<file path="src/rtl/rqn_pkg.sv">
// types, coefficients and helpers for the rgb quad to nv21 converter
package rqn_pkg;

  typedef logic [7:0] byte_t;

  // bt.601 full range coefficients in 16-bit fixed point
  localparam logic [15:0] COEF_Y_R  = 16'd19595;
  localparam logic [15:0] COEF_Y_G  = 16'd38470;
  localparam logic [15:0] COEF_Y_B  = 16'd7471;
  localparam logic [15:0] COEF_CB_R = 16'd11059;
  localparam logic [15:0] COEF_CB_G = 16'd21709;
  localparam logic [15:0] COEF_CR_G = 16'd27439;
  localparam logic [15:0] COEF_CR_B = 16'd5329;
  localparam logic [23:0] ROUND_HALF = 24'd32768;
  localparam logic signed [9:0] CHROMA_OFFSET = 10'sd128;

  typedef struct packed {
    byte_t r;
    byte_t g;
    byte_t b;
  } rgb_t;

  // per pixel products, plus the bytes that only need a shift
  typedef struct packed {
    logic [23:0] yr;
    logic [23:0] yg;
    logic [23:0] yb;
    logic [23:0] cbr;
    logic [23:0] cbg;
    logic [23:0] crg;
    logic [23:0] crb;
    byte_t       r;
    byte_t       b;
  } prod_t;

  // per pixel luma byte and rounded chroma terms
  typedef struct packed {
    byte_t             y;
    logic signed [8:0] cb;
    logic signed [8:0] cr;
  } pix_term_t;

  // clamp a signed value to 0..255
  function automatic byte_t clamp_byte(input logic signed [9:0] v);
    byte_t res;
    if (v[9]) begin
      res = 8'd0;
    end else if (v[8]) begin
      res = 8'd255;
    end else begin
      res = v[7:0];
    end
    return res;
  endfunction

endpackage

</file>
<file path="src/rtl/rqn_quad_if.sv">
// valid/ready channel carrying one 2x2 rgb pixel quad
interface rqn_quad_if;
  logic           valid;
  logic           ready;
  rqn_pkg::byte_t red_top_left;
  rqn_pkg::byte_t green_top_left;
  rqn_pkg::byte_t blue_top_left;
  rqn_pkg::byte_t red_top_right;
  rqn_pkg::byte_t green_top_right;
  rqn_pkg::byte_t blue_top_right;
  rqn_pkg::byte_t red_bottom_left;
  rqn_pkg::byte_t green_bottom_left;
  rqn_pkg::byte_t blue_bottom_left;
  rqn_pkg::byte_t red_bottom_right;
  rqn_pkg::byte_t green_bottom_right;
  rqn_pkg::byte_t blue_bottom_right;

  modport source (
    output valid,
    input  ready,
    output red_top_left, green_top_left, blue_top_left,
    output red_top_right, green_top_right, blue_top_right,
    output red_bottom_left, green_bottom_left, blue_bottom_left,
    output red_bottom_right, green_bottom_right, blue_bottom_right
  );

  modport sink (
    input  valid,
    output ready,
    input  red_top_left, green_top_left, blue_top_left,
    input  red_top_right, green_top_right, blue_top_right,
    input  red_bottom_left, green_bottom_left, blue_bottom_left,
    input  red_bottom_right, green_bottom_right, blue_bottom_right
  );
endinterface

</file>
<file path="src/rtl/rqn_nv21_if.sv">
// valid/ready channel carrying four luma bytes and one v,u pair
interface rqn_nv21_if;
  logic           valid;
  logic           ready;
  rqn_pkg::byte_t luma_top_left;
  rqn_pkg::byte_t luma_top_right;
  rqn_pkg::byte_t luma_bottom_left;
  rqn_pkg::byte_t luma_bottom_right;
  rqn_pkg::byte_t chroma_v;
  rqn_pkg::byte_t chroma_u;

  modport source (
    output valid,
    input  ready,
    output luma_top_left, luma_top_right, luma_bottom_left, luma_bottom_right,
    output chroma_v, chroma_u
  );

  modport sink (
    input  valid,
    output ready,
    input  luma_top_left, luma_top_right, luma_bottom_left, luma_bottom_right,
    input  chroma_v, chroma_u
  );
endinterface

</file>
<file path="src/rtl/rgb_quad_to_nv21.sv">
// rgb 2x2 quad to nv21 luma and v,u pair, three register stages
// path from quad transfer to result valid: products, per-pixel sums, chroma
//   average and clamp into the output register
// throughput: one quad per cycle; each stage advances when the next is empty
//   or moving, so a stall at the output holds every stage once all are full
// reset: synchronous rst clears all stage valid bits, payload is not reset
module rgb_quad_to_nv21 (
  input  logic       clk,
  input  logic       rst,
  rqn_quad_if.sink   quad,
  rqn_nv21_if.source nv21
);

  rqn_pkg::rgb_t      pix [4];
  rqn_pkg::prod_t     s1 [4];
  rqn_pkg::pix_term_t s2_term_next [4];
  rqn_pkg::pix_term_t s2 [4];
  logic               s1_valid;
  logic               s2_valid;
  logic               out_valid;
  logic               s1_ready;
  logic               s2_ready;
  logic               out_ready;
  logic signed [10:0] cb_sum;
  logic signed [10:0] cr_sum;
  logic signed [9:0]  cb_biased;
  logic signed [9:0]  cr_biased;
  rqn_pkg::byte_t     luma [4];
  rqn_pkg::byte_t     chroma_v;
  rqn_pkg::byte_t     chroma_u;

  // stage handshake chain
  assign out_ready  = !out_valid || nv21.ready;
  assign s2_ready   = !s2_valid || out_ready;
  assign s1_ready   = !s1_valid || s2_ready;
  assign quad.ready = s1_ready;

  // unpack the quad in raster order
  assign pix[0] = '{r: quad.red_top_left, g: quad.green_top_left, b: quad.blue_top_left};
  assign pix[1] = '{r: quad.red_top_right, g: quad.green_top_right,
                    b: quad.blue_top_right};
  assign pix[2] = '{r: quad.red_bottom_left, g: quad.green_bottom_left,
                    b: quad.blue_bottom_left};
  assign pix[3] = '{r: quad.red_bottom_right, g: quad.green_bottom_right,
                    b: quad.blue_bottom_right};

  // valid bits
  always_ff @(posedge clk) begin
    if (rst) begin
      s1_valid  <= 1'b0;
      s2_valid  <= 1'b0;
      out_valid <= 1'b0;
    end else begin
      if (s1_ready) s1_valid <= quad.valid;
      if (s2_ready) s2_valid <= s1_valid;
      if (out_ready) out_valid <= s2_valid;
    end
  end

  for (genvar i = 0; i < 4; i++) begin : g_pix
    logic [23:0]        y_sum;
    logic signed [25:0] cb_full;
    logic signed [25:0] cr_full;

    // stage 1: constant multiplies
    always_ff @(posedge clk) begin
      if (s1_ready && quad.valid) begin
        s1[i].yr  <= 24'(rqn_pkg::COEF_Y_R) * 24'(pix[i].r);
        s1[i].yg  <= 24'(rqn_pkg::COEF_Y_G) * 24'(pix[i].g);
        s1[i].yb  <= 24'(rqn_pkg::COEF_Y_B) * 24'(pix[i].b);
        s1[i].cbr <= 24'(rqn_pkg::COEF_CB_R) * 24'(pix[i].r);
        s1[i].cbg <= 24'(rqn_pkg::COEF_CB_G) * 24'(pix[i].g);
        s1[i].crg <= 24'(rqn_pkg::COEF_CR_G) * 24'(pix[i].g);
        s1[i].crb <= 24'(rqn_pkg::COEF_CR_B) * 24'(pix[i].b);
        s1[i].r   <= pix[i].r;
        s1[i].b   <= pix[i].b;
      end
    end

    // stage 2: per pixel sums with rounding, floor shift by 16
    // luma never exceeds 255 since the coefficients sum to one
    always_comb begin
      y_sum   = s1[i].yr + s1[i].yg + s1[i].yb + rqn_pkg::ROUND_HALF;
      cb_full = $signed({3'b000, s1[i].b, 15'b0}) + 26'sd32768
              - $signed({2'b00, s1[i].cbr}) - $signed({2'b00, s1[i].cbg});
      cr_full = $signed({3'b000, s1[i].r, 15'b0}) + 26'sd32768
              - $signed({2'b00, s1[i].crg}) - $signed({2'b00, s1[i].crb});
      s2_term_next[i].y  = y_sum[23:16];
      s2_term_next[i].cb = cb_full[24:16];
      s2_term_next[i].cr = cr_full[24:16];
    end

    always_ff @(posedge clk) begin
      if (s2_ready && s1_valid) begin
        s2[i] <= s2_term_next[i];
      end
    end
  end

  // stage 3: sum four chroma terms, floor divide by 4, offset and clamp; luma passes to the output register
  always_comb begin
    cb_sum = 11'(s2[0].cb) + 11'(s2[1].cb) + 11'(s2[2].cb) + 11'(s2[3].cb);
    cr_sum = 11'(s2[0].cr) + 11'(s2[1].cr) + 11'(s2[2].cr) + 11'(s2[3].cr);
    cb_biased = $signed({cb_sum[10], cb_sum[10:2]}) + rqn_pkg::CHROMA_OFFSET;
    cr_biased = $signed({cr_sum[10], cr_sum[10:2]}) + rqn_pkg::CHROMA_OFFSET;
  end

  always_ff @(posedge clk) begin
    if (out_ready && s2_valid) begin
      luma[0]  <= s2[0].y;
      luma[1]  <= s2[1].y;
      luma[2]  <= s2[2].y;
      luma[3]  <= s2[3].y;
      chroma_v <= rqn_pkg::clamp_byte(cr_biased);
      chroma_u <= rqn_pkg::clamp_byte(cb_biased);
    end
  end

  // output channel
  assign nv21.valid             = out_valid;
  assign nv21.luma_top_left     = luma[0];
  assign nv21.luma_top_right    = luma[1];
  assign nv21.luma_bottom_left  = luma[2];
  assign nv21.luma_bottom_right = luma[3];
  assign nv21.chroma_v          = chroma_v;
  assign nv21.chroma_u          = chroma_u;

endmodule
</file>
<file path="src/flat_wrapper.sv">
// flat-port wrapper written by rule: the top's interface ports become plain ports
module rgb_quad_to_nv21_flat 
  (clk, rst, quad_valid, quad_ready, quad_red_top_left, quad_green_top_left, quad_blue_top_left, quad_red_top_right, quad_green_top_right, quad_blue_top_right, quad_red_bottom_left, quad_green_bottom_left, quad_blue_bottom_left, quad_red_bottom_right, quad_green_bottom_right, quad_blue_bottom_right, nv21_valid, nv21_ready, nv21_luma_top_left, nv21_luma_top_right, nv21_luma_bottom_left, nv21_luma_bottom_right, nv21_chroma_v, nv21_chroma_u);
  rqn_quad_if quad_i ();
  rqn_nv21_if nv21_i ();
  input  logic clk;
  input  logic rst;
  input wire logic [$bits(quad_i.valid)-1:0] quad_valid;
  output wire logic [$bits(quad_i.ready)-1:0] quad_ready;
  input wire logic [$bits(quad_i.red_top_left)-1:0] quad_red_top_left;
  input wire logic [$bits(quad_i.green_top_left)-1:0] quad_green_top_left;
  input wire logic [$bits(quad_i.blue_top_left)-1:0] quad_blue_top_left;
  input wire logic [$bits(quad_i.red_top_right)-1:0] quad_red_top_right;
  input wire logic [$bits(quad_i.green_top_right)-1:0] quad_green_top_right;
  input wire logic [$bits(quad_i.blue_top_right)-1:0] quad_blue_top_right;
  input wire logic [$bits(quad_i.red_bottom_left)-1:0] quad_red_bottom_left;
  input wire logic [$bits(quad_i.green_bottom_left)-1:0] quad_green_bottom_left;
  input wire logic [$bits(quad_i.blue_bottom_left)-1:0] quad_blue_bottom_left;
  input wire logic [$bits(quad_i.red_bottom_right)-1:0] quad_red_bottom_right;
  input wire logic [$bits(quad_i.green_bottom_right)-1:0] quad_green_bottom_right;
  input wire logic [$bits(quad_i.blue_bottom_right)-1:0] quad_blue_bottom_right;
  output wire logic [$bits(nv21_i.valid)-1:0] nv21_valid;
  input wire logic [$bits(nv21_i.ready)-1:0] nv21_ready;
  output wire logic [$bits(nv21_i.luma_top_left)-1:0] nv21_luma_top_left;
  output wire logic [$bits(nv21_i.luma_top_right)-1:0] nv21_luma_top_right;
  output wire logic [$bits(nv21_i.luma_bottom_left)-1:0] nv21_luma_bottom_left;
  output wire logic [$bits(nv21_i.luma_bottom_right)-1:0] nv21_luma_bottom_right;
  output wire logic [$bits(nv21_i.chroma_v)-1:0] nv21_chroma_v;
  output wire logic [$bits(nv21_i.chroma_u)-1:0] nv21_chroma_u;
  assign quad_i.valid = quad_valid;
  assign quad_ready = quad_i.ready;
  assign quad_i.red_top_left = quad_red_top_left;
  assign quad_i.green_top_left = quad_green_top_left;
  assign quad_i.blue_top_left = quad_blue_top_left;
  assign quad_i.red_top_right = quad_red_top_right;
  assign quad_i.green_top_right = quad_green_top_right;
  assign quad_i.blue_top_right = quad_blue_top_right;
  assign quad_i.red_bottom_left = quad_red_bottom_left;
  assign quad_i.green_bottom_left = quad_green_bottom_left;
  assign quad_i.blue_bottom_left = quad_blue_bottom_left;
  assign quad_i.red_bottom_right = quad_red_bottom_right;
  assign quad_i.green_bottom_right = quad_green_bottom_right;
  assign quad_i.blue_bottom_right = quad_blue_bottom_right;
  assign nv21_valid = nv21_i.valid;
  assign nv21_i.ready = nv21_ready;
  assign nv21_luma_top_left = nv21_i.luma_top_left;
  assign nv21_luma_top_right = nv21_i.luma_top_right;
  assign nv21_luma_bottom_left = nv21_i.luma_bottom_left;
  assign nv21_luma_bottom_right = nv21_i.luma_bottom_right;
  assign nv21_chroma_v = nv21_i.chroma_v;
  assign nv21_chroma_u = nv21_i.chroma_u;
  rgb_quad_to_nv21 u_core (.clk(clk), .rst(rst), .quad(quad_i), .nv21(nv21_i));
endmodule
</file>
<file path="config.mk">
export PLATFORM = sky130hd
export DESIGN_NAME = rgb_quad_to_nv21_flat
export DESIGN_NICKNAME = d
export VERILOG_FILES = /design/src/rtl/rqn_pkg.sv /design/src/rtl/rqn_quad_if.sv /design/src/rtl/rqn_nv21_if.sv /design/src/rtl/rgb_quad_to_nv21.sv /design/src/flat_wrapper.sv
export SDC_FILE = /design/constraint.sdc
export NUM_CORES = 2
export LEC_CHECK = 0
export ABC_CLOCK_PERIOD_IN_PS = 75900
export BUFFER_PORTS_ARGS = -buffer_cell sky130_fd_sc_hd__buf_2
export CORE_ASPECT_RATIO = 1.1
export CORE_MARGIN = 2
export CORE_UTILIZATION = 50
export CTS_BUF_LIST = sky130_fd_sc_hd__clkbuf_4
export CTS_CLUSTER_DIAMETER = 40
export DETAILED_ROUTE_END_ITERATION = 8
export PLACE_DENSITY = 0.66
export SETUP_SLACK_MARGIN = 0.5
export SLEW_MARGIN = 10
export SYNTH_ARGS = -nofsm -noshare
export SYNTH_HDL_FRONTEND = slang
export SYNTH_SLANG_ARGS = --single-unit
export TNS_END_PERCENT = 30
</file>
<file path="constraint.sdc">
create_clock -name clk -period 75.9 [get_ports clk]
set_input_delay 22.77 -clock clk [delete_from_list [all_inputs] [get_ports clk]]
set_output_delay 22.77 -clock clk [all_outputs]
set_load 0.03 [all_outputs]
</file>
==> tab_implementation.tex <==
\begin{tabular}{lr}
\hline
Metric & Value \\
\hline
\multicolumn{2}{l}{\textbf{Critical path}} \\
Signal arrival time at the worst endpoint & 23.89 ns \\
Slowest library cell on the worst path & sky130\_fd\_sc\_hd\_\_nor2b\_1 \\
Maximum fanout along the worst path & 6 \\
Cell count of the worst reg-to-reg path & 14 \\
Worst setup path startpoint & nv21\_ready \\
Cell repeated most along the worst path & sky130\_fd\_sc\_hd\_\_buf\_2 \\
Startpoint Class & primary input \\
Critical R2R Launch & u\_core.s2[3][2]\$\_DFFE\_PP\_ \\
Highest cell delay on the worst timing path & 0.61 ns \\
Worst Setup End Kind & primary output \\
R2R Path End & u\_core.nv21.chroma\_v[0]\$\_SDFFCE\_PP0P\_ \\
WP data required & roughly 53 ns \\
Endpoint of the most critical setup path & quad\_ready \\
Family with the most delay on the worst path & simple AND/OR/NAND/NOR gates \\
Crit path buffers/inverters & 2 \\
Series of cell instances along the critical path & buf\_2, nor2b\_1, nand3\_1, buf\_2 \\
Flop-to-flop setup slack & 71.43 ns \\
Category of the critical setup timing path & primary input to primary output \\
Path length in cells of the critical path & 4 \\
\multicolumn{2}{l}{\textbf{Finish}} \\
Final standard cell utilization of the core & 54.25\% \\
Filler cell count in the final layout & 15340 \\
Area growth from synthesis to layout & 7.629\% \\
Area of all placed cells without fillers & 95070 um2 \\
Total Nets Final & 11250 \\
Ratio of cells with drive above 1 in the final layout & 6.727\% \\
\multicolumn{2}{l}{\textbf{Floorplan}} \\
Standard-cell rows & between 150 and 200 \\
Die footprint & 180000 um2 \\
Total core area & around 180000 um2 \\
Die outline height & roughly 440 um \\
I/O Pins & 150 \\
Die boundary width & approximately 400 um \\
Initial core utilization & around half \\
\multicolumn{2}{l}{\textbf{Route}} \\
Detail-routed via count per cell & 5.324 \\
DRC errors left & 0 \\
Avg WL per Cell & about 18 um \\
Initial DRC count & around 2900 \\
Drt total wl & 196.1 mm \\
DR vias & 58200 \\
Antenna-violating nets left & 0 \\
DRT Pass-1 Iters & 5 \\
\multicolumn{2}{l}{\textbf{Clocking}} \\
Clock transition time at the flip-flop clock pins of the worst setup and hold paths & about 0.070 ns \\
Setup repair bufs after CTS & 0 \\
TritonCTS clock tree & built \\
\# hold bufs at CTS & 0 \\
Number of clock buffers inserted by TritonCTS & about 230 \\
Clk Latency, worst-skew pair & 1.29 ns \\
Number of clock sinks seen by CTS & 795 \\
Maximum clock path buffer count & 3 \\
Maximum level of the CTS H-tree & 4 \\
CTS resizes & 0 \\
Buffer type at the clock tree root & sky130\_fd\_sc\_hd\_\_clkbuf\_4 \\
\multicolumn{2}{l}{\textbf{Min path}} \\
Min-delay worst type & flip-flop to flip-flop \\
Hold Path Cell Cnt & 0 \\
\multicolumn{2}{l}{\textbf{Run}} \\
Count of maximum capacitance violations & 0 \\
\multicolumn{2}{l}{\textbf{Timing}} \\
Pins Over Slew Limit & 0 \\
Worst relative slew slack & 29.06\% \\
Final-layout setup total negative slack & 0 ns \\
Highest attainable clock frequency & $\sim$21 MHz \\
Period utilization & about 61\% \\
Final number of setup-violating endpoints & 0 \\
Least-Margin Pin Slew & 1.064 ns \\
Setup clock skew after layout & 0.07486 ns \\
Fin. Hold Viols & 0 \\
Final critical-path required period & 46.66 ns \\
RSZ-0062 raised after global routing & false \\
\multicolumn{2}{l}{\textbf{Synth}} \\
Synthesized area per cell & 10.93 um2 \\
Netlist cell types & 85 \\
FFs w/ async S/R, synth & 0\% \\
Cell area after synthesis & 88330 um2 \\
Most instantiated flip-flop cell in the synthesis netlist & sky130\_fd\_sc\_hd\_\_edfxtp\_1 \\
Number of enable flip-flop cells after synthesis & 792 \\
Count of warnings emitted by yosys & 0 \\
Post-synthesis instance total & around 8100 \\
Synthesized net count & about 11000 \\
Register bit count reported by yosys & 795 \\
Share of synthesized area occupied by flip-flops and latches & 26.99\% \\
\multicolumn{2}{l}{\textbf{Global routing}} \\
Vias in the first global route & 61680 \\
Wire length of the first global-routing pass & 320.0 mm \\
GRT Residual Overflow & 0 \\
Maximum number of pins on one net before global-route repair & 174 \\
Antenna violations before repair & 16 \\
Aggregate global-route resource usage & between 20\% and 30\% \\
\multicolumn{2}{l}{\textbf{Placed design}} \\
Dpl cell area & roughly 92000 um2 \\
Detailed placement HPWL & 161.3 mm \\
Port Buffer Count & $\sim$150 \\
Final GP Congestion & 0.9063 \\
\multicolumn{2}{l}{\textbf{Power}} \\
Power per Cell Area & 42.32 nW/um2 \\
Peak VDD IR & 0.05376 mV \\
P\_leak & around 47 nW \\
\multicolumn{2}{l}{\textbf{Status}} \\
Outcome & finished clean \\
\hline
\end{tabular}
==> metrics by stage <==
step / setup WS (ns) / hold WS, ns / cells / total power (W)
finish: 29.24 / 0.4069 / 10930 / 0.004023
global placement: 29.27 / 0.4038 / 10520 / 0.003535
detailed placement: 29.28 / 0.4045 / 10520 / 0.003607
CTS: 29.27 / 0.4145 / 10920 / 0.004070
floorplan: 19.42 / 0.4003 / 8085 / 0.002889
global route: 29.18 / 0.4190 / 10930 / 0.004466
==> sequential cells by signal, indices dropped and copies added (netlist names) <==
register and cells:
u_core.luma 32, u_core.nv21.chroma_u 8, u_core.nv21.chroma_v 8, u_core.nv21.valid 1
u_core.s1 640, u_core.s1_valid 1, u_core.s2 104, u_core.s2_valid 1
==> per-layer routing <==
| metal | share of wire [%] | up-vias | track usage, % |
|---|---|---|---|
| met3 | 3.6 | 318 | 2.956 |
| li1 | - | 28730 | - |
| met4 | 2.8 | 12 | 7.036 |
| met5 | 0.039 | - | 0 |
| met1 | 44 | 28180 | 29.14 |
| met2 | 49 | 965 | 38.76 |
==> layout by cell type (no fill, tap or decap), drive strengths merged, types with 23 or more instances in the layout <==
| cell type | Yosys | layout |
|---|---|---|
| ha | 1913 | 1913 |
| inv | 1614 | 1622 |
| edfxtp | 792 | 792 |
| fa | 778 | 778 |
| xnor2 | 425 | 425 |
| a21oi | 398 | 398 |
| nor2 | 300 | 300 |
| clkbuf | 9 | 285 |
| nand2 | 222 | 222 |
| o21ai | 220 | 220 |
| a21o | 164 | 164 |
| buf | 0 | 159 |
| xor2 | 158 | 158 |
| nand3 | 130 | 130 |
| nor3 | 115 | 115 |
| clkinv | 0 | 94 |
| and3 | 67 | 67 |
| nor2b | 66 | 66 |
| o21a | 63 | 63 |
| nand2b | 56 | 56 |
| o21bai | 49 | 49 |
| a211oi | 45 | 45 |
| a31oi | 44 | 44 |
| or3 | 40 | 40 |
| o211ai | 36 | 36 |
| nand4 | 35 | 35 |
| or2 | 35 | 35 |
| a21boi | 29 | 29 |
| o31ai | 26 | 26 |
| a2111oi | 23 | 23 |
==> report_power, final <==
group          total (W)  switching [W]  internal [W]  leakage, nW
Clock           0.000421       0.000200      0.000220         1.76
Combinational    0.00269        0.00153       0.00115         37.8
Sequential      0.000915      0.0000974      0.000818         7.69
==> cells in the mapped netlist (all sizes together) (9+ instances only) <==
cell type	n	area share (%)
nor3	115	0.65
o311ai	11	0.11
fa	778	18
a21boi	29	0.25
a211o	18	0.18
edfxtp	792	27
clkbuf	9	0.038
o21bai	49	0.42
a21o	164	1.4
or3	40	0.28
or2	35	0.25
o21ai	220	1.2
a41o	9	0.10
and2	14	0.099
ha	1913	27
nand2b	56	0.40
o211ai	36	0.31
a31o	13	0.13
xnor2	425	4.2
and3	67	0.47
a31oi	44	0.33
nand3b	17	0.14
inv	1614	6.9
o31ai	26	0.22
nor2	300	1.3
o21a	63	0.54
nor2b	66	0.47
a2111oi	23	0.25
a21oi	398	2.3
o31a	13	0.13
nand4	35	0.25
nor4	13	0.092
xor2	158	1.6
a211oi	45	0.39
nand2	222	0.94
nand3	130	0.74
==> kinds of logic after synthesis <==
family | Yosys count | synth area share [%]
adder cells (fa/ha/maj) | 2691 | 44.73
buffers and inverters | 1623 | 6.897
XOR/XNOR | 583 | 5.781
AND/OR/NAND/NOR | 1154 | 6.499
flip-flops | 795 | 26.99
AO/OA/AOI/OAI | 1237 | 9.080
multiplexers | 2 | 0.02266
==> cell type report <==
cell class	instances	area [um2]	area share, %
Clock buffer	285	2140	2.250
Timing Repair Buffer	159	845.8	0.8897
Clock inverter	117	865.8	0.9107
Tap cell	2282	2855	3.003
Antenna cell	13	32.53	0.03422
Multi-Input combinational cell	5667	58430	61.46
Inverter	1614	6058	6.372
Sequential cell	795	23840	25.08
==> worst min-delay path by stage <==
stage	startpoint	end	slack, ns
finish	u_core.s2[3][25]$_DFFE_PP_	u_core.luma[3][7]$_DFFE_PP_	0.41
global route	u_core.s2[3][22]$_DFFE_PP_	u_core.luma[3][4]$_DFFE_PP_	0.42
CTS	u_core.s2[3][25]$_DFFE_PP_	u_core.luma[3][7]$_DFFE_PP_	0.41
detailed placement	u_core.s2[2][22]$_DFFE_PP_	u_core.luma[2][4]$_DFFE_PP_	0.40
global placement	u_core.s2[1][20]$_DFFE_PP_	u_core.luma[1][2]$_DFFE_PP_	0.40
floorplan	u_core.s2[0][18]$_DFFE_PP_	u_core.luma[0][0]$_DFFE_PP_	0.40
Power figures use the tool's default switching activity.
